`src/rtl/sorted_key_value_table_core_assert.svh`:
```
// Assertion macros for the sorted key/value table core.
// Used by the top level only; needs nothing else.
`ifndef SORTED_KEY_VALUE_TABLE_CORE_ASSERT_SVH
`define SORTED_KEY_VALUE_TABLE_CORE_ASSERT_SVH

// Same-cycle implication, disabled while reset is asserted.
`define SKVT_ASSERT_NOW(label, clk, rst_n, ante, cons) \
    label: assert property (@(posedge clk) disable iff (!rst_n) (ante) |-> (cons)) \
        else $error("sorted key/value table: same-cycle check failed");

// Next-cycle implication, disabled while reset is asserted.
`define SKVT_ASSERT_NEXT(label, clk, rst_n, ante, cons) \
    label: assert property (@(posedge clk) disable iff (!rst_n) (ante) |=> (cons)) \
        else $error("sorted key/value table: next-cycle check failed");

`endif

```
`src/rtl/skvt_pkg.sv`:
```
// Shared types and constants of the sorted key/value table core.
// No dependencies; every other file but the assertion header imports it.
package skvt_pkg;

    localparam int TABLE_DEPTH_DEF = 64;
    localparam int KEY_BITS_DEF    = 16;
    localparam int WORD_BITS       = 64;

    typedef enum logic [1:0] {
        OP_INSERT = 2'd0,
        OP_LOOKUP = 2'd1,
        OP_READ   = 2'd2,
        OP_CLEAR  = 2'd3
    } op_t;

    typedef enum logic [1:0] {
        ST_IDLE,
        ST_SCAN,
        ST_FINISH
    } state_t;

    typedef struct packed {
        logic insert;
        logic rotate;
    } cell_ctrl_t;

endpackage

```
`src/rtl/skvt_cell.sv`:
```
// One entry cell of the sorted table chain: holds a key and a value word.
// Depends on skvt_pkg; instantiated in a row by the top level.
module skvt_cell
    import skvt_pkg::*;
#(
    parameter int KEY_BITS = KEY_BITS_DEF
) (
    input  logic                 clk,
    input  cell_ctrl_t           ctl,
    input  logic                 occ,
    input  logic                 tail,
    input  logic [KEY_BITS-1:0]  new_key,
    input  logic [WORD_BITS-1:0] new_word,
    input  logic                 left_sel,
    input  logic [KEY_BITS-1:0]  left_key,
    input  logic [WORD_BITS-1:0] left_word,
    input  logic [KEY_BITS-1:0]  right_key,
    input  logic [WORD_BITS-1:0] right_word,
    output logic                 sel,
    output logic [KEY_BITS-1:0]  key,
    output logic [WORD_BITS-1:0] word
);

    logic [KEY_BITS-1:0]  key_reg,  key_next;
    logic [WORD_BITS-1:0] word_reg, word_next;

    // The cell moves on an insert when the new key goes here or further left.
    assign sel = tail || (occ && (new_key < key_reg));

    always_comb
    begin
        key_next  = key_reg;
        word_next = word_reg;
        if (ctl.rotate)
        begin
            key_next  = right_key;
            word_next = right_word;
        end
        else if (ctl.insert && sel)
        begin
            if (left_sel)
            begin
                key_next  = left_key;
                word_next = left_word;
            end
            else
            begin
                key_next  = new_key;
                word_next = new_word;
            end
        end
    end

    always_ff @(posedge clk)
    begin
        key_reg  <= key_next;
        word_reg <= word_next;
    end

    assign key  = key_reg;
    assign word = word_reg;

endmodule

```
`config.mk`:
```
export PLATFORM = sky130hd
export DESIGN_NAME = skvt_cell
export DESIGN_NICKNAME = d
export VERILOG_FILES = /design/src/rtl/sorted_key_value_table_core_assert.svh /design/src/rtl/skvt_pkg.sv /design/src/rtl/skvt_cell.sv
export SDC_FILE = /design/constraint.sdc
export NUM_CORES = 1
export LEC_CHECK = 0
export ABC_AREA = 1
export ABC_CLOCK_PERIOD_IN_PS = 3900
export BUFFER_PORTS_ARGS = -buffer_cell sky130_fd_sc_hd__buf_2
export CAP_MARGIN = 15
export CELL_PAD_IN_SITES_DETAIL_PLACEMENT = 0
export CELL_PAD_IN_SITES_GLOBAL_PLACEMENT = 1
export CORE_MARGIN = 5
export CORE_UTILIZATION = 28
export CTS_BUF_LIST = sky130_fd_sc_hd__clkbuf_8
export DETAILED_ROUTE_END_ITERATION = 10
export PLACE_DENSITY = 0.84
export SYNTH_ARGS = -nofsm -noshare
export SYNTH_HDL_FRONTEND = slang
export SYNTH_SLANG_ARGS = --single-unit
```
`constraint.sdc`:
```
create_clock -name clk -period 3.9 [get_ports clk]
set_clock_uncertainty 0.1 [all_clocks]
set_input_delay 0.585 -clock clk [delete_from_list [all_inputs] [get_ports clk]]
set_output_delay 0.585 -clock clk [all_outputs]
set_load 0.005 [all_outputs]
```
==> results.sh <==
export IMPL_die_height_um=136.0
export IMPL_most_common_cell_after_layout_fill_and_taps_aside="buf_2"
export IMPL_viasPerCell=4.607
export IMPL_worstHoldStart="right_word[16]"
export IMPL_grt_start_max_net_pins=81
export IMPL_fp_dieArea_um2=18490
export IMPL_cts_sink_count=80
export IMPL_final_layout_size_suffix_gt1_share_pct=42.79
export IMPL_first_iter_violations=174
export IMPL_ir_drop_mv=0.1318
export IMPL_place_gp_congestion=0.7741
export IMPL_grt_overflow=0
export IMPL_drt_pass1_iterations=4
export IMPL_finalSetupTns_ps=0
export IMPL_most_common_layout_cells="buf_2, a21oi_1, nand2_1"
export IMPL_fp_row_count=46
export IMPL_hold_depth=3
export IMPL_grt_setup_unrepaired="false"
export IMPL_wl_mm=16.42
export IMPL_drtAntennaViolNets=0
export IMPL_worst_hold_slack_ps=445.8
export IMPL_yosys_cell_types_count=15
export IMPL_final_setup_worst_slack_ps=1404
export IMPL_ctsResizeCount=0
export IMPL_first_pass_grt_wire_length_mm=24.22
export IMPL_synth_seq_area_share_pct=54.07
export IMPL_cts_root_buf="clkbuf_8"
export IMPL_class_of_the_most_critical_setup_path="reg2reg"
export IMPL_final_fill_count=1653
export IMPL_core_area_um2=15710
export IMPL_count_of_antenna_diodes_in_the_layout=0
export IMPL_post_cts_hold_buffer_count=0
export IMPL_cts_path_max_buffers=2
export IMPL_end_kind="flip-flop"
export IMPL_minimum_clock_period_ps=2496
export IMPL_post_cts_buffers=0
export IMPL_nNetsFinal=1075
export IMPL_numCtsBuffers=9
export IMPL_slew_headroom_pct=39.15
export IMPL_fmax_mhz=400.7
export IMPL_crit_path_start_kind="flip-flop"
export IMPL_detail_route_wl_per_cell_um=15.88
export IMPL_cts_tree="done"
export IMPL_dieWidth_um=136.0
export IMPL_clk_latency_ps=350
export IMPL_worstHoldEndpoint="word[16]"
export IMPL_via_count_of_the_first_global_routing_pass=4879
export IMPL_netlist_area_um2=4443
export IMPL_flip_flop_count_of_the_largest_register_after_layout=64
export IMPL_preCtsSetupSlack_ps=1073
export IMPL_share_of_the_core_filled_with_cells_pct=40.79
export IMPL_initial_standard_cell_utilization_of_the_core_pct=28.28
export IMPL_cp_data_arrival_time_ps=2430
export IMPL_setup_violations_final=0
export IMPL_static_leakage_power_uw=0.003093
export IMPL_number_of_standard_cells_after_synthesis=505
export IMPL_postPlaceCellArea_um2=6210
export IMPL_timing_reg2reg_worst_path_depth=10
export IMPL_layout_worst_path_cycle_share_pct=64.00
export IMPL_cap_viol_max_count=0
export IMPL_grt_antenna_before_repair=0
export IMPL_yosysWarnings=0
export IMPL_crit_path_max_fanout=44
export IMPL_hp_class="in2reg"
export IMPL_worstReg2RegEnd="word[56]"
export IMPL_io_pins=327
export IMPL_seq_area_um2=2402
export IMPL_powerDensity_nw_per_um2=342.7
export IMPL_dp_hpwl_mm=12.53
export IMPL_worst_r2r_setup_slack_ps=1400
export IMPL_detail_route_drc_violations=0
export IMPL_syn2layout_area_growth_pct=44.27
export IMPL_timing_worst_slew_pin_value_ps=912.8
export IMPL_worst_ep_required_time_ps=3840
export IMPL_gr_util_all_layers_pct=16.96
export IMPL_stdcell_area_um2=6410
export IMPL_numPortBuffers=326
export IMPL_reg2reg_from="key[11]"
export IMPL_synth_ff_latch_count=80
export IMPL_run_status="complete, no violations"
export IMPL_synth_net_count=766
export IMPL_multi_input_area_um2=1757
export IMPL_timing_max_transition_violations_final=0
export IMPL_post_synth_cell_area_avg_um2=8.798
export IMPL_clock_transition_at_the_registers_of_the_reported_paths_ps=80
export IMPL_detailroute_via_count=4764
export IMPL_cts_max_level=3
export IMPL_hold_violations=0
## per-layer routing
metal  vias to the layer above  GRT usage [%]  part of all wire (%)
met2                       209          29.87                    50
li1                       2356              -                     -
met5                         -              0                     0
met1                      2169          18.76                    38
met4                         0          7.895                   2.9
met3                        30          5.070                   8.6
## worst max-delay path: stages, from the launching register on
cell and delay (ps):
edfxtp_1 440, inv_1 90, ha_1 240, a21oi_1 140, o21ai_0 100, a21oi_1 130
nand2_1 80, nand2_2 60, nand2_1 80, nand2_4 390, buf_12 320
## worst max-delay path by stage
stage,startpoint,to,slack (ps),cells past startpoint
after CTS,key[11],word[50],1360,10
after detailed placement,new_key[15],word[42],1070,12
final,key[11],word[56],1400,10
after floorplan,new_key[15],key[0],240,10
after global placement,new_key[15],word[39],1110,12
after global routing,key[7],word[56],1160,11
## power by group
group	leakage, µW	total [µW]	switching [µW]	internal (µW)
clock network	0.000105	639	289	349
logic	0.00219	484	263	221
registers	0.000794	1070	23.6	1050
total	0.00309	2200	576	1620
## logic make-up after synthesis
group / count (synthesis) / synth area share, %
and+or+nand+nor: 185 / 15.94
AOI/OAI and AO/OA: 170 / 19.21
DFF: 80 / 54.07
buffers and inverters: 55 / 6.562
adders and majority gates: 15 / 4.224
## Yosys cell counts
library cell  count  area [µm²]
a21oi_1         167       835.8
buf_4             1       7.510
ha_1             15       187.7
nand2_2           2       12.51
clkbuf_1          8       30.03
nand2_1          99       371.6
o21ai_0           2       10.01
nor2_1           83       311.6
buf_2            17       85.08
o21a_1            1       7.510
inv_2             2       7.510
buf_6             8       90.09
inv_1            19       71.32
edfxtp_1         80        2402
nor4_2            1       12.51
## stage by stage
stage                     cells  total power [µW]
after CTS                  1034              2236
after global placement     1019              1580
after detailed placement   1019              1585
after global routing       1034              2326
final                      1034              2197
after floorplan             505              1315
## final cells by class
class | instances | share of cell area (%)
Sequential cell | 80 | 37.48
Inverter | 21 | 1.230
Clock buffer | 9 | 1.932
Clock inverter | 6 | 1.191
Timing Repair Buffer | 332 | 26.55
Multi-Input combinational cell | 370 | 27.41
Tap cell | 216 | 4.216
No activity file was read; power rests on OpenSTA's default activity.
