$ cat src/rtl/sorted_key_value_table_core_assert.svh
// Assertion macros for the sorted key/value table core.
// Used by the top level only; needs nothing else.
`ifndef SORTED_KEY_VALUE_TABLE_CORE_ASSERT_SVH
`define SORTED_KEY_VALUE_TABLE_CORE_ASSERT_SVH

// Same-cycle implication, disabled while reset is asserted.
`define SKVT_ASSERT_NOW(label, clk, rst_n, ante, cons) \
    label: assert property (@(posedge clk) disable iff (!rst_n) (ante) |-> (cons)) \
        else $error("sorted key/value table: same-cycle check failed");

// Next-cycle implication, disabled while reset is asserted.
`define SKVT_ASSERT_NEXT(label, clk, rst_n, ante, cons) \
    label: assert property (@(posedge clk) disable iff (!rst_n) (ante) |=> (cons)) \
        else $error("sorted key/value table: next-cycle check failed");

`endif

$ cat src/rtl/skvt_pkg.sv
// Shared types and constants of the sorted key/value table core.
// No dependencies; every other file but the assertion header imports it.
package skvt_pkg;

    localparam int TABLE_DEPTH_DEF = 64;
    localparam int KEY_BITS_DEF    = 16;
    localparam int WORD_BITS       = 64;

    typedef enum logic [1:0] {
        OP_INSERT = 2'd0,
        OP_LOOKUP = 2'd1,
        OP_READ   = 2'd2,
        OP_CLEAR  = 2'd3
    } op_t;

    typedef enum logic [1:0] {
        ST_IDLE,
        ST_SCAN,
        ST_FINISH
    } state_t;

    typedef struct packed {
        logic insert;
        logic rotate;
    } cell_ctrl_t;

endpackage

$ cat src/rtl/skvt_if.sv
// Request and response channel interfaces of the sorted key/value table core.
// Depends on skvt_pkg.
interface skvt_req_if
    import skvt_pkg::*;
#(
    parameter int KEY_BITS = KEY_BITS_DEF,
    parameter int POS_BITS = 6
);
    logic                 valid;
    logic                 ready;
    op_t                  opcode;
    logic [KEY_BITS-1:0]  row_key;
    logic [WORD_BITS-1:0] data_word;
    logic [POS_BITS-1:0]  position;

    modport source (output valid, opcode, row_key, data_word, position, input ready);
    modport sink   (input valid, opcode, row_key, data_word, position, output ready);
endinterface

interface skvt_rsp_if
    import skvt_pkg::*;
#(
    parameter int KEY_BITS = KEY_BITS_DEF,
    parameter int CNT_BITS = 7
);
    logic                 valid;
    logic                 ready;
    logic                 found;
    logic [KEY_BITS-1:0]  entry_key;
    logic [WORD_BITS-1:0] entry_word;
    logic [CNT_BITS-1:0]  entry_count;
    logic                 overflow;

    modport source (output valid, found, entry_key, entry_word, entry_count, overflow,
                    input ready);
    modport sink   (input valid, found, entry_key, entry_word, entry_count, overflow,
                    output ready);
endinterface

$ cat src/rtl/skvt_ctrl.sv
// Sequencer of the sorted table: request handshake, fill count, ring scan
// for lookups and reads, and the response register. Depends on skvt_pkg, skvt_if.
module skvt_ctrl
    import skvt_pkg::*;
#(
    parameter int TABLE_DEPTH = TABLE_DEPTH_DEF,
    parameter int KEY_BITS    = KEY_BITS_DEF
) (
    input  logic                                clk,
    input  logic                                rst_n,
    skvt_req_if.sink                            req,
    skvt_rsp_if.source                          rsp,
    input  logic [KEY_BITS-1:0]                 head_key,
    input  logic [WORD_BITS-1:0]                head_word,
    output cell_ctrl_t                          ctl,
    output logic [$clog2(TABLE_DEPTH+1)-1:0]    count
);

    localparam int POS_BITS = $clog2(TABLE_DEPTH);
    localparam int CNT_BITS = $clog2(TABLE_DEPTH + 1);
    localparam logic [POS_BITS-1:0] LAST_STEP = POS_BITS'(TABLE_DEPTH - 1);
    localparam logic [CNT_BITS-1:0] FULL_CNT  = CNT_BITS'(TABLE_DEPTH);

    state_t               state_reg, state_next;
    logic [POS_BITS-1:0]  step_reg, step_next;
    logic [CNT_BITS-1:0]  count_reg, count_next;
    op_t                  op_reg, op_next;
    logic [KEY_BITS-1:0]  key_reg, key_next;
    logic [POS_BITS-1:0]  pos_reg, pos_next;
    logic                 hit_reg, hit_next;
    logic [KEY_BITS-1:0]  rd_key_reg, rd_key_next;
    logic [WORD_BITS-1:0] rd_word_reg, rd_word_next;

    logic                 out_valid_reg, out_valid_next;
    logic                 out_found_reg, out_found_next;
    logic [KEY_BITS-1:0]  out_key_reg, out_key_next;
    logic [WORD_BITS-1:0] out_word_reg, out_word_next;
    logic [CNT_BITS-1:0]  out_count_reg, out_count_next;
    logic                 out_ovf_reg, out_ovf_next;

    logic out_free;
    logic accept;
    logic full;
    logic scan_op;
    logic load_now;
    logic load_finish;
    logic step_live;

    assign full     = (count_reg == FULL_CNT);
    assign out_free = !out_valid_reg || rsp.ready;
    assign accept   = req.valid && req.ready;
    assign scan_op  = (req.opcode == OP_LOOKUP) || (req.opcode == OP_READ);

    always_comb
    begin
        state_next = state_reg;
        case (state_reg)
            ST_IDLE:
            begin
                if (accept && scan_op)
                    state_next = ST_SCAN;
            end
            ST_SCAN:
            begin
                if (step_reg == LAST_STEP)
                    state_next = ST_FINISH;
            end
            ST_FINISH:
            begin
                if (out_free)
                    state_next = ST_IDLE;
            end
            default: state_next = ST_IDLE;
        endcase
    end

    always_comb
    begin
        req.ready   = (state_reg == ST_IDLE) && out_free;
        ctl.insert  = accept && (req.opcode == OP_INSERT) && !full;
        ctl.rotate  = (state_reg == ST_SCAN);
        load_now    = accept && !scan_op;
        load_finish = (state_reg == ST_FINISH) && out_free;
    end

    // After the given number of rotations the head cell holds that entry.
    assign step_live = (CNT_BITS'(step_reg) < count_reg);

    always_comb
    begin
        step_next    = step_reg;
        count_next   = count_reg;
        op_next      = op_reg;
        key_next     = key_reg;
        pos_next     = pos_reg;
        hit_next     = hit_reg;
        rd_key_next  = rd_key_reg;
        rd_word_next = rd_word_reg;

        if (accept)
        begin
            op_next      = req.opcode;
            key_next     = req.row_key;
            pos_next     = req.position;
            hit_next     = 1'b0;
            rd_key_next  = '0;
            rd_word_next = '0;
            step_next    = '0;
            if (req.opcode == OP_INSERT && !full)
                count_next = count_reg + CNT_BITS'(1);
            else if (req.opcode == OP_CLEAR)
                count_next = '0;
        end
        else if (state_reg == ST_SCAN)
        begin
            step_next = step_reg + POS_BITS'(1);
            if (op_reg == OP_LOOKUP && step_live && head_key == key_reg)
                hit_next = 1'b1;
            if (op_reg == OP_READ && step_live && step_reg == pos_reg)
            begin
                rd_key_next  = head_key;
                rd_word_next = head_word;
            end
        end
    end

    always_comb
    begin
        out_valid_next = out_valid_reg;
        out_found_next = out_found_reg;
        out_key_next   = out_key_reg;
        out_word_next  = out_word_reg;
        out_count_next = out_count_reg;
        out_ovf_next   = out_ovf_reg;
        if (rsp.ready)
            out_valid_next = 1'b0;
        if (load_now)
        begin
            out_valid_next = 1'b1;
            out_found_next = 1'b0;
            out_key_next   = '0;
            out_word_next  = '0;
            out_count_next = count_next;
            out_ovf_next   = (req.opcode == OP_INSERT) && full;
        end
        else if (load_finish)
        begin
            out_valid_next = 1'b1;
            out_found_next = hit_reg;
            out_key_next   = rd_key_reg;
            out_word_next  = rd_word_reg;
            out_count_next = count_reg;
            out_ovf_next   = 1'b0;
        end
    end

    always_ff @(posedge clk or negedge rst_n)
    begin
        if (!rst_n)
        begin
            state_reg     <= ST_IDLE;
            step_reg      <= '0;
            count_reg     <= '0;
            out_valid_reg <= 1'b0;
        end
        else
        begin
            state_reg     <= state_next;
            step_reg      <= step_next;
            count_reg     <= count_next;
            out_valid_reg <= out_valid_next;
        end
    end

    always_ff @(posedge clk)
    begin
        op_reg        <= op_next;
        key_reg       <= key_next;
        pos_reg       <= pos_next;
        hit_reg       <= hit_next;
        rd_key_reg    <= rd_key_next;
        rd_word_reg   <= rd_word_next;
        out_found_reg <= out_found_next;
        out_key_reg   <= out_key_next;
        out_word_reg  <= out_word_next;
        out_count_reg <= out_count_next;
        out_ovf_reg   <= out_ovf_next;
    end

    assign rsp.valid       = out_valid_reg;
    assign rsp.found       = out_found_reg;
    assign rsp.entry_key   = out_key_reg;
    assign rsp.entry_word  = out_word_reg;
    assign rsp.entry_count = out_count_reg;
    assign rsp.overflow    = out_ovf_reg;
    assign count           = count_reg;

endmodule

$ cat src/flat_wrapper.sv
// flat-port wrapper written by rule: the top's interface ports become plain ports
module skvt_ctrl_flat import skvt_pkg::*;
#(
    parameter int TABLE_DEPTH = TABLE_DEPTH_DEF,
    parameter int KEY_BITS    = KEY_BITS_DEF
)
  (clk, rst_n, head_key, head_word, ctl, count, req_valid, req_opcode, req_row_key, req_data_word, req_position, req_ready, rsp_valid, rsp_found, rsp_entry_key, rsp_entry_word, rsp_entry_count, rsp_overflow, rsp_ready);
  skvt_req_if #(.KEY_BITS(KEY_BITS)) req_i ();
  skvt_rsp_if #(.KEY_BITS(KEY_BITS)) rsp_i ();
  input  logic clk;
  input  logic rst_n;
  input  logic [KEY_BITS-1:0] head_key;
  input  logic [WORD_BITS-1:0] head_word;
  output cell_ctrl_t ctl;
  output logic [$clog2(TABLE_DEPTH+1)-1:0] count;
  input wire logic [$bits(req_i.valid)-1:0] req_valid;
  input wire logic [$bits(req_i.opcode)-1:0] req_opcode;
  input wire logic [$bits(req_i.row_key)-1:0] req_row_key;
  input wire logic [$bits(req_i.data_word)-1:0] req_data_word;
  input wire logic [$bits(req_i.position)-1:0] req_position;
  output wire logic [$bits(req_i.ready)-1:0] req_ready;
  output wire logic [$bits(rsp_i.valid)-1:0] rsp_valid;
  output wire logic [$bits(rsp_i.found)-1:0] rsp_found;
  output wire logic [$bits(rsp_i.entry_key)-1:0] rsp_entry_key;
  output wire logic [$bits(rsp_i.entry_word)-1:0] rsp_entry_word;
  output wire logic [$bits(rsp_i.entry_count)-1:0] rsp_entry_count;
  output wire logic [$bits(rsp_i.overflow)-1:0] rsp_overflow;
  input wire logic [$bits(rsp_i.ready)-1:0] rsp_ready;
  assign req_i.valid = req_valid;
  assign req_i.opcode = req_opcode;
  assign req_i.row_key = req_row_key;
  assign req_i.data_word = req_data_word;
  assign req_i.position = req_position;
  assign req_ready = req_i.ready;
  assign rsp_valid = rsp_i.valid;
  assign rsp_found = rsp_i.found;
  assign rsp_entry_key = rsp_i.entry_key;
  assign rsp_entry_word = rsp_i.entry_word;
  assign rsp_entry_count = rsp_i.entry_count;
  assign rsp_overflow = rsp_i.overflow;
  assign rsp_i.ready = rsp_ready;
  skvt_ctrl #(.TABLE_DEPTH(TABLE_DEPTH), .KEY_BITS(KEY_BITS)) u_core (.clk(clk), .rst_n(rst_n), .req(req_i), .rsp(rsp_i), .head_key(head_key), .head_word(head_word), .ctl(ctl), .count(count));
endmodule
$ cat config.mk
export PLATFORM = sky130hd
export DESIGN_NAME = skvt_ctrl_flat
export DESIGN_NICKNAME = d
export VERILOG_FILES = /design/src/rtl/sorted_key_value_table_core_assert.svh /design/src/rtl/skvt_pkg.sv /design/src/rtl/skvt_if.sv /design/src/rtl/skvt_ctrl.sv /design/src/flat_wrapper.sv
export SDC_FILE = /design/constraint.sdc
export NUM_CORES = 1
export LEC_CHECK = 0
export BUFFER_PORTS_ARGS = -buffer_cell sky130_fd_sc_hd__buf_2
export CAP_MARGIN = 10
export CORE_MARGIN = 5
export CORE_UTILIZATION = 56
export CTS_BUF_LIST = sky130_fd_sc_hd__clkbuf_2
export CTS_CLUSTER_SIZE = 24
export DETAILED_ROUTE_END_ITERATION = 12
export PLACE_DENSITY_LB_ADDON = 0.25
export RECOVER_POWER = 50
export SYNTH_ARGS = -nofsm -noshare
export SYNTH_HDL_FRONTEND = slang
export SYNTH_SLANG_ARGS = --single-unit
$ cat constraint.sdc
create_clock -name clk -period 6.2 [get_ports clk]
set_clock_uncertainty 0.1 [all_clocks]
set_input_delay 1.24 -clock clk [delete_from_list [all_inputs] [get_ports clk]]
set_output_delay 1.24 -clock clk [all_outputs]
set_load 0.05 [all_outputs]
==> results of run 1 <==
-- Yosys cell counts (all sizes together), types with 5 or more instances --
| cell type | number |
|---|---|
| nor2 | 91 |
| nand4 | 7 |
| nand3 | 9 |
| buf | 13 |
| o21ai | 16 |
| a21oi | 90 |
| inv | 12 |
| clkbuf | 39 |
| nor3 | 5 |
| xnor2 | 19 |
| mux2i | 80 |
| nor2b | 6 |
| nand2b | 5 |
| ha | 10 |
| xor2 | 8 |
| dfxtp | 162 |
| nand2 | 186 |
| edfxtp | 32 |
| dfrtp | 16 |
-- cell usage in the layout (no fill, tap or decap), types with 7 or more instances in the layout --
cell type / instances
nor2_1: 91
edfxtp_1: 32
nand4_1: 7
clkinv_1: 17
o21ai_1: 8
xor2_1: 8
clkbuf_1: 91
dfxtp_1: 162
a21oi_1: 90
ha_1: 10
nand3_1: 9
nand2_1: 185
mux2i_1: 80
clkbuf_2: 73
xnor2_1: 19
o21ai_0: 8
inv_1: 11
buf_2: 117
dfrtp_1: 16
-- cells by family after synthesis --
group | count (synthesis) | synth area share [%]
and+or+nand+nor | 319 | 16.1
xor gates and xnor gates | 27 | 2.95
muxes | 80 | 10.0
DFF | 210 | 57.5
buffers and inverters | 64 | 3.84
AOI/OAI and AO/OA | 118 | 8.00
adders and majority gates | 10 | 1.56
-- through the flow --
stage | setup WS [ns] | util [%] | total power, uW
5_1_grt | 1.23 | 67.5 | 3120
4_1_cts | 1.85 | 68.3 | 2970
3_3_place_gp | 1.86 | 65.1 | 2100
3_5_place_dp | 1.85 | 65.1 | 2120
2_1_floorplan | 2.53 | - | 1960
6_report | 1.54 | 67.5 | 2920
-- layout make-up --
| class | count | area, um^2 |
|---|---|---|
| tap | 180 | 225 |
| sequential | 210 | 4600 |
| inverter | 12 | 46.3 |
| antenna | 1 | 2.50 |
| clock inverter | 20 | 81.3 |
| timing repair buffer | 214 | 972 |
| multi-input combinational | 554 | 3110 |
| fill | 1220 | 4530 |
| clock buffer | 73 | 365 |
-- report_power, final --
| part | internal, uW | switching [uW] |
|---|---|---|
| sequential | 1490 | 94.6 |
| combinational | 175 | 317 |
| clock | 319 | 521 |
| total | 1990 | 932 |
-- path summary, 6_finish.rpt --
kind / from / end / slack, ns
max: req_opcode[1] / u_core.rsp.entry_word[26]$_SDFFE_PN0P_ / 1.54
min: u_core.rd_word_reg[11]$_SDFFE_PN0P_ / u_core.rsp.entry_word[11]$_SDFFE_PN0P_ / 0.33
max reg2reg: u_core.rsp.valid$_DFFE_PN0P_ / u_core.rsp.entry_word[26]$_SDFFE_PN0P_ / 2.10
min reg2reg: u_core.rd_word_reg[11]$_SDFFE_PN0P_ / u_core.rsp.entry_word[11]$_SDFFE_PN0P_ / 0.33
max in group asynchronous: rst_n / u_core.count[5]$_DFF_PN0_ / 4.93
min in group asynchronous: rst_n / u_core.rsp.valid$_DFFE_PN0P_ / 0.49
-- critical path, stage by stage --
cell and delay (ns):
clkbuf_1 0.18, inv_1 0.07, ha_1 0.35, and4b_1 1.26, clkbuf_1 1.83, a21oi_1 0.07
-- layer usage --
metal	track usage [%]	wire length [um]	vias to the layer above
met2	37.5	9180	208
met3	8.20	1740	25
met1	26.4	7570	2954
li1	-	-	3227
met5	0	0	-
met4	7.52	336	0
==> impl_metrics.env, run 1 <==
export IMPL_grt_overflow=0
export IMPL_grt_usage_pct=22.3
export IMPL_fin_area_um2=9410
export IMPL_syn_inst=828
export IMPL_die_x_um=130
export IMPL_wl_mm=18.8
export IMPL_die_height_um=130
export IMPL_grt_max_degree=82
export IMPL_cts_buffer_depth=3
export IMPL_vias_per_cell=5.07
export IMPL_hpwl_mm=12.6
export IMPL_fp_coreArea_um2=13900
export IMPL_hold_depth=2
export IMPL_period_minus_slack_ns=4.66
export IMPL_synth_flop_cell="dfxtp_1"
export IMPL_cap_violations=1
export IMPL_hold_viol_final=0
export IMPL_powerDensity_nw_per_um2=310
export IMPL_finalSetupViolCount=0
export IMPL_cts_tree="done"
export IMPL_status="finished, violations left"
export IMPL_antenna_found_initial=0
export IMPL_critPathRequiredTime_ns=6.59
export IMPL_syn_nets=1010
export IMPL_ys_types=40
export IMPL_leakagePower_uw=0.00376
export IMPL_drtIter0Drc=332
export IMPL_start_util_pct=57.5
export IMPL_cp_max_fo=52
export IMPL_ys_warn_count=0
export IMPL_async_flop_share_pct=7.62
export IMPL_synth_seq_cells=210
export IMPL_row_count=43
export IMPL_synth_top_area_share_pct=40.5
export IMPL_crit_path_start_kind="input port"
export IMPL_first_pass_iters=5
export IMPL_dp_cells=1170
export IMPL_cts_buffers=52
export IMPL_report_final_slew_viol_count=53
export IMPL_syn_to_final_growth_pct=17.5
export IMPL_synthesis_area_um2=8010
export IMPL_yosysSeqAreaShare_pct=57.5
export IMPL_reg2reg_depth=4
export IMPL_drive_gt1_share_pct=18.7
export IMPL_yosys_area_top_type="dfxtp_1"
export IMPL_grt_setup_unrepaired="false"
export IMPL_fmax_mhz=215
export IMPL_fin_nets=1226
export IMPL_synth_avg_cell_area_um2=9.67
export IMPL_io_pins=272
export IMPL_relSlewSlack_pct=-64.8
export IMPL_clkLatencyLatePin_ns=0.75
export IMPL_crit_type="input port to flip-flop"
export IMPL_drtAntennaViolNets=0
export IMPL_vias=6414
export IMPL_cp_end_kind="flip-flop"
export IMPL_die_area_um2=16800
export IMPL_vdd_drop_max_mv=0.178
export IMPL_violations="capacitance limit, slew limit"
export IMPL_synth_edf_count=32
export IMPL_port_buffers=207
export IMPL_cts_htree_levels=2
export IMPL_fin_hold_ws_ns=0.334
export IMPL_wire_per_inst_um=14.9
export IMPL_root_buffer="clkbuf_2"
export IMPL_cts_sinks=210
export IMPL_drc=0
export IMPL_cp_arrival_ns=5.05
export IMPL_hold_class="flip-flop to flip-flop"
export IMPL_clkTransAtPathRegs_ns=0.11
export IMPL_setup_tns_ns=0
export IMPL_placed_area_um2=9080
export IMPL_ys_top_cells_by_area="dfxtp_1, edfxtp_1, mux2i_1, nand2_1, a21oi_1"
export IMPL_cts_resized=0
export IMPL_layoutNonFillerInstCount=1264
export IMPL_period_share_pct=75.1
export IMPL_gp_congestion=0.832
export IMPL_tightest_slew_ns=2.47
export IMPL_post_cts_buffers=0
export IMPL_first_global_vias=6447
export IMPL_ctsHoldBuffers=0
export IMPL_grt_pass1_wl_mm=30.2
No activity file was read; power rests on OpenSTA's default activity.
==> run 2, diff against run 1 <==
Settings changed: CORE_UTILIZATION 56 to 52.
Clock period 6.2 ns to 4.6 ns, I/O delays scaled along.
==> impl_metrics.env, run 2 (synthesized netlist as in run 1, its figures left out) <==
export IMPL_vias_per_cell=5.08
export IMPL_crit_type="flip-flop to flip-flop"
export IMPL_cts_sinks=210
export IMPL_hold_class="input port to flip-flop"
export IMPL_root_buffer="clkbuf_2"
export IMPL_drive_gt1_share_pct=23.6
export IMPL_wl_mm=19.2
export IMPL_period_minus_slack_ns=3.96
export IMPL_row_count=45
export IMPL_grt_max_degree=98
export IMPL_drtAntennaViolNets=0
export IMPL_grt_setup_unrepaired="false"
export IMPL_reg2reg_depth=8
export IMPL_grt_pass1_wl_mm=30.7
export IMPL_cts_buffers=50
export IMPL_post_cts_buffers=0
export IMPL_final_cell_mix="nand2_1, buf_2, dfxtp_1"
export IMPL_worst_slack_ns=0.636
export IMPL_start_util_pct=52.9
export IMPL_hold_viol_final=0
export IMPL_cp_arrival_ns=4.44
export IMPL_die_area_um2=18000
export IMPL_die_height_um=134
export IMPL_wire_per_inst_um=15.2
export IMPL_syn_to_final_growth_pct=18.2
export IMPL_clkLatencyLatePin_ns=0.76
export IMPL_grt_overflow=0
export IMPL_dp_slack_ns=1.29
export IMPL_timing_rr_end="u_core.rd_word_reg[4]$_SDFFE_PN0P_"
export IMPL_setup_tns_ns=0
export IMPL_antenna_cells=0
export IMPL_cts_resized=0
export IMPL_powerDensity_nw_per_um2=413
export IMPL_vias=6427
export IMPL_cap_violations=3
export IMPL_violations="capacitance limit, slew limit"
export IMPL_first_pass_iters=4
export IMPL_cts_htree_levels=2
export IMPL_die_x_um=134
export IMPL_hold_start="req_position[2]"
export IMPL_vdd_drop_max_mv=0.269
export IMPL_cts_buffer_depth=3
export IMPL_period_share_pct=86.2
export IMPL_status="finished, violations left"
export IMPL_drc=0
export IMPL_crit_path_start_kind="flip-flop"
export IMPL_r2r_start="u_core.count[4]$_DFF_PN0_"
export IMPL_hold_depth=1
export IMPL_final_common_cell="nand2_1"
export IMPL_antenna_found_initial=1
export IMPL_leakagePower_uw=0.00399
export IMPL_fp_coreArea_um2=15100
export IMPL_fmax_mhz=252
export IMPL_tightest_slew_ns=2.29
export IMPL_grt_usage_pct=20.9
export IMPL_critPathRequiredTime_ns=5.08
export IMPL_ctsHoldBuffers=1
export IMPL_report_final_slew_viol_count=87
export IMPL_finalSetupViolCount=0
export IMPL_holdPathEnd="u_core.pos_reg[2]$_DFFE_PN_"
export IMPL_io_pins=272
export IMPL_cp_max_fo=79
export IMPL_gp_congestion=0.820
export IMPL_cp_end_kind="flip-flop"
export IMPL_hpwl_mm=12.6
export IMPL_drtIter0Drc=252
export IMPL_cts_tree="done"
export IMPL_clkTransAtPathRegs_ns=0.11
export IMPL_regToRegSetupSlack_ns=0.64
export IMPL_first_global_vias=6331
export IMPL_relSlewSlack_pct=-52.8
export IMPL_fin_nets=1224
export IMPL_port_buffers=207
-- run 2: cell types whose count changed in the layout (fill, tap and decap cells not counted), moves of 6 or more --
cell / before / now
clkinv_1: 17 / 7
clkbuf_1: 91 / 39
clkbuf_2: 73 / 79
buf_2: 117 / 168
-- run 2: per-stage QoR --
stage | area (um^2) | cells | total power [uW] | hold slack, ns | util (%)
after CTS | 9540 | 1264 | 3990 | 0.129 | 63.0
after global routing | 9460 | 1264 | 4160 | 0.131 | 62.5
after floorplan | 8010 | 828 | 2650 | 0.315 | -
after global placement | 9110 | 1177 | 2830 | 0.336 | 60.1
after detailed placement | 9110 | 1177 | 2850 | 0.340 | 60.1
final | 9460 | 1264 | 3910 | 0.228 | 62.5
-- run 2: final cells by class --
type                    instances  area [um^2]
fillers                      1348         5690
inverters                      12         47.5
multi-input cells             554         3090
clock buffers                  78          390
flip-flops and latches        210         4600
well taps                     188          235
clock inverters                 8         30.0
repair buffers                214         1060
-- run 2: how the worst max path moves through the flow --
stage	start	end	slack (ns)	cells after the start
after floorplan	rsp_ready	req_ready	1.57	2
after global placement	rsp_ready	ctl[1]	1.30	7
after detailed placement	rsp_ready	ctl[1]	1.29	7
after CTS	u_core.rsp.valid$_DFFE_PN0P_	ctl[1]	1.05	6
after global routing	u_core.count[4]$_DFF_PN0_	u_core.rd_word_reg[26]$_SDFFE_PN0P_	0.54	8
final	u_core.count[4]$_DFF_PN0_	u_core.rd_word_reg[4]$_SDFFE_PN0P_	0.64	8
-- run 2: layer usage --
metal / part of all wire [%] / track usage [%] / routed length [um] / vias to the layer above
li1: - / - / - / 3203
met1: 41 / 24.7 / 7900 / 2998
met2: 49 / 35.1 / 9350 / 192
met3: 8.7 / 8.48 / 1670 / 32
met4: 1.6 / 6.22 / 310 / 2
met5: 0.057 / 0 / 11 / -
-- run 2: worst max-delay path: stages, from the launching register on --
cell and delay [ns]:
dfrtp_1 0.50, inv_1 0.10, ha_1 0.31, a21o_1 0.16, a221o_1 0.34, a2111oi_0 1.28
buf_12 0.49, mux2i_1 0.29, nor2_1 0.06
-- run 2: where the power goes --
part	internal, uW	switching (uW)	total, uW
logic	234	407	641
registers	2020	126	2140
clock network	440	688	1130
total	2690	1220	3910
